## src/mm2_pkg.sv

```systemverilog
package mm2_pkg;

  // Mixing constant and shift amounts
  localparam logic [31:0] MIX_M     = 32'h5bd1e995;
  localparam int unsigned MIX_R     = 24;
  localparam int unsigned FIN_R1    = 13;
  localparam int unsigned FIN_R2    = 15;

  // Queue between front and back
  localparam int unsigned QUEUE_DEPTH = 4;
  localparam int unsigned QUEUE_AW    = $clog2(QUEUE_DEPTH);

  // How a request folds into the accumulator
  typedef enum logic [1:0] {
    KIND_NONE = 2'd0,
    KIND_WORD = 2'd1,
    KIND_TAIL = 2'd2
  } kind_t;

  // One classified request as it crosses the queue
  typedef struct packed {
    kind_t       kind;
    logic [31:0] value;
    logic        first;
    logic        last;
    logic [30:0] length;
  } entry_t;

  // Keep the low bytes of a partial word
  function automatic logic [31:0] tail_mask(input logic [2:0] n);
    logic [31:0] m;
    begin
      case (n)
        3'd1:    m = 32'h0000_00ff;
        3'd2:    m = 32'h0000_ffff;
        3'd3:    m = 32'h00ff_ffff;
        default: m = 32'h0000_0000;
      endcase
      return m;
    end
  endfunction

endpackage

```

## src/mm2_front.sv

```systemverilog
module mm2_front (
  input  logic                clk,
  input  logic                rst,
  input  logic                push,
  output logic                full,
  input  logic [31:0]         data_word,
  input  logic [2:0]          byte_count,
  input  logic                first_word,
  input  logic                last_word,
  input  logic [30:0]         message_length,
  output logic                q_push,
  input  logic                q_full,
  output mm2_pkg::entry_t     q_entry
);

  logic                s1_valid;
  mm2_pkg::kind_t      s1_kind;
  logic [31:0]         s1_val;
  logic                s1_first;
  logic                s1_last;
  logic [30:0]         s1_len;

  logic                s2_valid;
  mm2_pkg::entry_t     s2_entry;

  logic                adv;
  logic                accept;
  mm2_pkg::kind_t      in_kind;
  logic [31:0]         in_val;
  logic [31:0]         s1_mix;

  // Advance the whole front unless the queue refuses the oldest request
  assign adv    = !s2_valid || !q_full;
  assign full   = !adv;
  assign accept = push && adv;
  assign q_push = s2_valid && !q_full;
  assign q_entry = s2_entry;

  // Classify the request and start the word mix
  always_comb begin
    if (byte_count inside {[3'd4:3'd7]}) begin
      in_kind = mm2_pkg::KIND_WORD;
      in_val  = data_word * mm2_pkg::MIX_M;
    end else if (byte_count inside {[3'd1:3'd3]}) begin
      in_kind = mm2_pkg::KIND_TAIL;
      in_val  = data_word & mm2_pkg::tail_mask(byte_count);
    end else begin
      in_kind = mm2_pkg::KIND_NONE;
      in_val  = 32'h0;
    end
  end

  // Finish the word mix: k ^= k >> 24, k *= m
  always_comb begin
    if (s1_kind == mm2_pkg::KIND_WORD) begin
      s1_mix = (s1_val ^ (s1_val >> mm2_pkg::MIX_R)) * mm2_pkg::MIX_M;
    end else begin
      s1_mix = s1_val;
    end
  end

  // Valid bits of the two stages
  always_ff @(posedge clk) begin
    if (rst) begin
      s1_valid <= 1'b0;
      s2_valid <= 1'b0;
    end else if (adv) begin
      s1_valid <= accept;
      s2_valid <= s1_valid;
    end
  end

  // Payload of the two stages
  always_ff @(posedge clk) begin
    if (adv) begin
      s1_kind         <= in_kind;
      s1_val          <= in_val;
      s1_first        <= first_word;
      s1_last         <= last_word;
      s1_len          <= message_length;
      s2_entry.kind   <= s1_kind;
      s2_entry.value  <= s1_mix;
      s2_entry.first  <= s1_first;
      s2_entry.last   <= s1_last;
      s2_entry.length <= s1_len;
    end
  end

endmodule

```

## src/mm2_queue.sv

```systemverilog
module mm2_queue (
  input  logic             clk,
  input  logic             rst,
  input  logic             wr,
  input  mm2_pkg::entry_t  wr_entry,
  output logic             q_full,
  input  logic             rd,
  output mm2_pkg::entry_t  rd_entry,
  output logic             q_empty
);

  mm2_pkg::entry_t                  mem [mm2_pkg::QUEUE_DEPTH];
  logic [mm2_pkg::QUEUE_AW-1:0]     wr_ptr;
  logic [mm2_pkg::QUEUE_AW-1:0]     rd_ptr;
  logic [mm2_pkg::QUEUE_AW:0]       count;

  assign q_full   = (count == (mm2_pkg::QUEUE_AW+1)'(mm2_pkg::QUEUE_DEPTH));
  assign q_empty  = (count == '0);
  assign rd_entry = mem[rd_ptr];

  // Store an incoming request
  always_ff @(posedge clk) begin
    if (wr) begin
      mem[wr_ptr] <= wr_entry;
    end
  end

  // Advance pointers and occupancy
  always_ff @(posedge clk) begin
    if (rst) begin
      wr_ptr <= '0;
      rd_ptr <= '0;
      count  <= '0;
    end else begin
      if (wr) begin
        wr_ptr <= wr_ptr + 1'b1;
      end
      if (rd) begin
        rd_ptr <= rd_ptr + 1'b1;
      end
      case ({wr, rd})
        2'b10:   count <= count + 1'b1;
        2'b01:   count <= count - 1'b1;
        default: count <= count;
      endcase
    end
  end

endmodule

```

## src/mm2_back.sv

```systemverilog
module mm2_back (
  input  logic             clk,
  input  logic             rst,
  input  logic             cfg_write,
  input  logic [31:0]      cfg_data,
  input  mm2_pkg::entry_t  q_entry,
  input  logic             q_empty,
  output logic             q_pop,
  output logic             empty,
  input  logic             pop,
  output logic [31:0]      hash_value
);

  logic [31:0] hash_seed;
  logic [31:0] acc;
  logic [31:0] acc_next;
  logic [31:0] start;

  logic        a_valid;
  logic [31:0] a_acc;
  logic        b_valid;
  logic [31:0] b_prod;
  logic        out_valid;
  logic [31:0] out_hash;
  logic        adv;

  // Stall the back only when a finished hash is still waiting
  assign adv        = !out_valid || pop;
  assign q_pop      = adv && !q_empty;
  assign empty      = !out_valid;
  assign hash_value = out_hash;

  // Fold one request into the accumulator
  always_comb begin
    start = q_entry.first ? (hash_seed ^ {1'b0, q_entry.length}) : acc;
    case (q_entry.kind)
      mm2_pkg::KIND_WORD: acc_next = (start * mm2_pkg::MIX_M) ^ q_entry.value;
      mm2_pkg::KIND_TAIL: acc_next = (start ^ q_entry.value) * mm2_pkg::MIX_M;
      default:            acc_next = start;
    endcase
  end

  // Hold the seed and the running hash
  always_ff @(posedge clk) begin
    if (rst) begin
      hash_seed <= 32'h0;
      acc       <= 32'h0;
    end else begin
      if (cfg_write) begin
        hash_seed <= cfg_data;
      end
      if (q_pop) begin
        acc <= acc_next;
      end
    end
  end

  // Finalize valid bits
  always_ff @(posedge clk) begin
    if (rst) begin
      a_valid   <= 1'b0;
      b_valid   <= 1'b0;
      out_valid <= 1'b0;
    end else if (adv) begin
      a_valid   <= q_pop && q_entry.last;
      b_valid   <= a_valid;
      out_valid <= b_valid;
    end
  end

  // Finalize: h ^= h >> 13, h *= m, h ^= h >> 15
  always_ff @(posedge clk) begin
    if (adv) begin
      a_acc    <= acc_next;
      b_prod   <= (a_acc ^ (a_acc >> mm2_pkg::FIN_R1)) * mm2_pkg::MIX_M;
      out_hash <= b_prod ^ (b_prod >> mm2_pkg::FIN_R2);
    end
  end

endmodule

```

## src/murmur2_hash32.sv

```systemverilog
// MurmurHash2, 32-bit, over a message sent as little-endian 32-bit words.
// Input channel: drive push with data_word, byte_count, first_word,
// last_word and message_length; a request is taken when push is high and
// full is low. first_word loads the accumulator with seed XOR length;
// last_word finalizes and emits one hash.
// Result channel: hash_value is valid while empty is low and leaves on a
// cycle with pop high.
// Seed: write cfg_data with cfg_write high while the block is idle.
// Throughput: one request per cycle while full stays low, set by the single
// multiply and XOR of the accumulator recurrence in the back end.
// Path of the last request after the edge that takes it: the second front
// mix stage, the queue write, the fold and two finalize stages; then empty goes low.
// Reset clears the seed and accumulator to zero and empties every stage.
// A stalled receiver holds the result; the back end stops, the four-entry
// queue fills, and then full rises until pop frees space.
module murmur2_hash32 (
  input  logic        clk,
  input  logic        rst,
  input  logic        push,
  output logic        full,
  input  logic [31:0] data_word,
  input  logic [2:0]  byte_count,
  input  logic        first_word,
  input  logic        last_word,
  input  logic [30:0] message_length,
  output logic        empty,
  input  logic        pop,
  output logic [31:0] hash_value,
  input  logic        cfg_write,
  input  logic [31:0] cfg_data
);

  logic            q_push;
  logic            q_full;
  logic            q_pop;
  logic            q_empty;
  mm2_pkg::entry_t q_in;
  mm2_pkg::entry_t q_out;

  // Accept and classify requests, mix full words
  mm2_front u_front (
    .clk            (clk),
    .rst            (rst),
    .push           (push),
    .full           (full),
    .data_word      (data_word),
    .byte_count     (byte_count),
    .first_word     (first_word),
    .last_word      (last_word),
    .message_length (message_length),
    .q_push         (q_push),
    .q_full         (q_full),
    .q_entry        (q_in)
  );

  // Decouple front and back
  mm2_queue u_queue (
    .clk      (clk),
    .rst      (rst),
    .wr       (q_push),
    .wr_entry (q_in),
    .q_full   (q_full),
    .rd       (q_pop),
    .rd_entry (q_out),
    .q_empty  (q_empty)
  );

  // Fold into the accumulator and finalize
  mm2_back u_back (
    .clk        (clk),
    .rst        (rst),
    .cfg_write  (cfg_write),
    .cfg_data   (cfg_data),
    .q_entry    (q_out),
    .q_empty    (q_empty),
    .q_pop      (q_pop),
    .empty      (empty),
    .pop        (pop),
    .hash_value (hash_value)
  );

`ifndef NO_ASSERTIONS
  a_no_overflow: assert property (@(posedge clk) disable iff (rst)
    q_full |-> !q_push)
    else $error("queue written while full");

  a_no_underflow: assert property (@(posedge clk) disable iff (rst)
    q_empty |-> !q_pop)
    else $error("queue read while empty");

  a_full_cause: assert property (@(posedge clk) disable iff (rst)
    full |-> q_full)
    else $error("front stalled with room in the queue");

  a_queue_drains: assert property (@(posedge clk) disable iff (rst)
    (empty && !q_empty) |-> q_pop)
    else $error("back idle while requests wait");
`endif

endmodule
```

## config.mk

```make
export PLATFORM = sky130hd
export DESIGN_NAME = murmur2_hash32
export DESIGN_NICKNAME = d
export VERILOG_FILES = /design/src/mm2_pkg.sv /design/src/mm2_front.sv /design/src/mm2_queue.sv /design/src/mm2_back.sv /design/src/murmur2_hash32.sv
export SDC_FILE = /design/constraint.sdc
export NUM_CORES = 2
export LEC_CHECK = 0
export ABC_AREA = 1
export BUFFER_PORTS_ARGS = -buffer_cell sky130_fd_sc_hd__clkbuf_2
export CAP_MARGIN = 20
export CORE_MARGIN = 4
export CORE_UTILIZATION = 71
export DETAILED_ROUTE_END_ITERATION = 10
export PLACE_DENSITY_LB_ADDON = 0.25
export SYNTH_ARGS = -nofsm -noshare
export SYNTH_HDL_FRONTEND = slang
export SYNTH_SLANG_ARGS = --single-unit
```

## constraint.sdc

```tcl
create_clock -name clk -period 17.1 [get_ports clk]
set_input_delay 1.71 -clock clk [delete_from_list [all_inputs] [get_ports clk]]
set_output_delay 1.71 -clock clk [all_outputs]
set_load 0.02 [all_outputs]
```

==> reports/metrics.yaml <==
coreArea_um2: 93900
fin_tns_setup_ns: 0
cts-root-buf: "clkbuf_16"
setup_violations: 0
slowest_delay_ns: 0.88
drt_iter0_markers: 4462
multiInputGateArea_um2: 43400
ant_nets: 0
cp_max_fo: 77
worstRegToRegCells: 36
num_vias: 47900
synthCells: 6819
tritoncts: "done"
min_to: "u_front.q_entry[24]"
ys_seq_area_share_pct: 24.5
ys_top_cells_by_count: "inv_1 (1,874), ha_1 (1,054), fa_1 (880), nand2_1 (774), edfxtp_1 (498)"
async_flop_share_pct: 0
slew_violations: 0
routabilityCongestion: 1.05
cp.required_ns: 17.67
gr-usage-met3_pct: 8.91
io_buffers: 138
fin_nets: 8996
dp_hpwl_um: 154000
firstDrtPassIters: 6
cts-resized-gates: 0
drt-total-wl_um: 188000
netlist.area_leader.share_pct: 26.1
fillCellCount: 6459
fin_crit_ns: 10.39
grtUsageMet2_pct: 61.2
wl_per_cell_um: 22.7
slowest_stage: "dfxtp_4"
syn_nets: 8858
first_global_vias: 50300
grt_pass1_wl_um: 287000
cts_hold_buf: 0
status: "completed"
end_kind: "flip-flop"
fp.dieH_um: 316
yosysMostFrequentCell: "inv_1"
synth.avg_cell_area_um2: 9.90
cts_max_level: 2
startpoint_type: "flip-flop"
syn_to_final_growth_pct: 5.88
post-route-period-util_pct: 60.8
maxSlewHeadroom_pct: 26.6
drc_errors: 0
grtUsageTotal_pct: 38.5
die_area_um2: 100000
clock-sinks: 576
worstHoldStart: "u_front.s1_len[24]"
whs_path_depth: 0
pin_count: 139
cp_common_cell: "inv_1"
synthDistinctLibCells: 64
holdWs_ns: 0.418
skew_ns: 0.0482
via_per_inst: 5.80
fmax_mhz: 96.2
synth_top_area_cell: "fa_1"
regArea_um2: 16500
initial_core_util_pct: 71.9
cts_made_buffers: 58
arrival_ns: 10.97
cp_top_family: "adder cells"
final_hold_viol_count: 0
overflow: 0
synth_edf_count: 498
grt_max_degree: 78
final_cell_area_um2: 71500
max-cap-violations: 0
dpl_cell_area_um2: 69500
reg2reg_slack_ns: 6.71
crit_type: "flip-flop to flip-flop"
synth_warnings: 0
worst-path-buf-inv: 9
die_w_um: 316
antenna_found_initial: 3
clkTransAtPathRegs_ns: 0.06
clockBufferDepth: 3
synth_ff_type: "edfxtp_1"
cts_setup_buffers: 0
regToRegEndpoint: "u_back.acc[28]"
hp-class: "flip-flop to flip-flop"
ys_ff_latch: 576
layout-drive-gt1-share_pct: 5.48
rows: 112
syn_area_um2: 67500
rsz0062_at_grt: "false"
clk_latency_ns: 0.67
worst_pin_slew_ns: 1.09
gr-max-usage-layer: "met2"
synth.area.top_cells: "fa_1 (26%), edfxtp_1 (22%), ha_1 (20%)"
grt_use_met1_pct: 50.5
[stage by stage]
step,instances,util (%),worst slack [ns]
6_report,8258,76.2,6.71
5_1_grt,8257,76.1,6.51
4_1_cts,8256,76.1,7.13
3_5_place_dp,8150,74.1,7.15
3_3_place_gp,8150,74.1,7.26
2_1_floorplan,6819,-,9.10
[worst max path at each step]
stage	startpoint	endpoint	slack (ns)	depth (start not counted)
2_1_floorplan	flip-flop	u_back.a_acc[30]	9.10	37
3_3_place_gp	flip-flop	u_back.a_acc[30]	7.26	41
3_5_place_dp	flip-flop	u_back.a_acc[30]	7.15	41
4_1_cts	flip-flop	u_back.a_acc[30]	7.13	41
5_1_grt	flip-flop	u_back.acc[28]	6.51	36
6_report	flip-flop	u_back.acc[28]	6.71	36
[routing by layer]
metal / part of all wire [%] / vias up
li1: - / 21500
met1: 38 / 23500
met2: 46 / 2322
met3: 10 / 588
met4: 5.6 / 4
met5: 0.012 / -
[sequential cells by signal, indices dropped and copies added, names as in the netlist, named ones only]
register,cells
u_queue.mem,268
u_front.q_entry,67
u_back.a_acc,32
u_back.acc,32
u_back.b_prod,32
u_back.hash_seed,32
u_back.hash_value,32
u_front.s1_val,32
u_front.s1_len,31
u_queue.count,3
u_front.s1_kind,2
u_queue.rd_ptr,2
u_queue.wr_ptr,2
u_back.a_valid,1
u_back.b_valid,1
u_back.out_valid,1
u_front.s1_first,1
u_front.s1_last,1
u_front.s1_valid,1
u_front.s2_valid,1
[placed cells by master, fill, tap and decap left out, types with 13 or more instances in the layout]
cell	synthesis	final
a21oi_1	251	251
a31oi_1	15	14
a32o_1	24	24
a32oi_1	13	13
buf_4	10	36
clkbuf_16	0	60
clkbuf_2	0	138
clkinv_1	2	13
dfxtp_1	78	77
edfxtp_1	498	498
fa_1	880	880
ha_1	1054	1054
inv_1	1874	1871
inv_2	14	13
nand2_1	774	774
nand2_2	21	21
nand3_1	154	154
nand4_1	15	15
nor2_1	238	234
nor3_1	13	13
o21ai_0	243	243
o21ai_1	15	15
o22ai_1	22	22
or2_2	27	27
xnor2_1	155	155
xor2_1	188	187
[logic make-up (layout without fill, tap and decap cells)]
| group | count (synthesis) | count (layout) | share of synthesized area, % |
|---|---|---|---|
| buffers and inverters | 1987 | 2171 | 11.4 |
| adder cells (fa/ha/maj) | 1934 | 1934 | 45.6 |
| AND/OR/NAND/NOR | 1295 | 1295 | 8.07 |
| AO/OA/AOI/OAI | 675 | 675 | 5.79 |
| flip-flops | 576 | 576 | 24.5 |
| XOR/XNOR | 352 | 352 | 4.68 |
| other | 0 | 1 | 0 |
[final cells by class]
class,count,share of cell area (%)
Multi-Input combinational cell,4256,60.7
Sequential cell,576,23.1
Inverter,1890,9.93
Clock buffer,73,2.20
Tap cell,1254,2.19
Timing Repair Buffer,175,1.35
Clock inverter,33,0.537
Antenna cell,1,0.00350
Power is not shown: default switching activity piles up to over one toggle a cycle in this logic, so the estimate is an artifact.
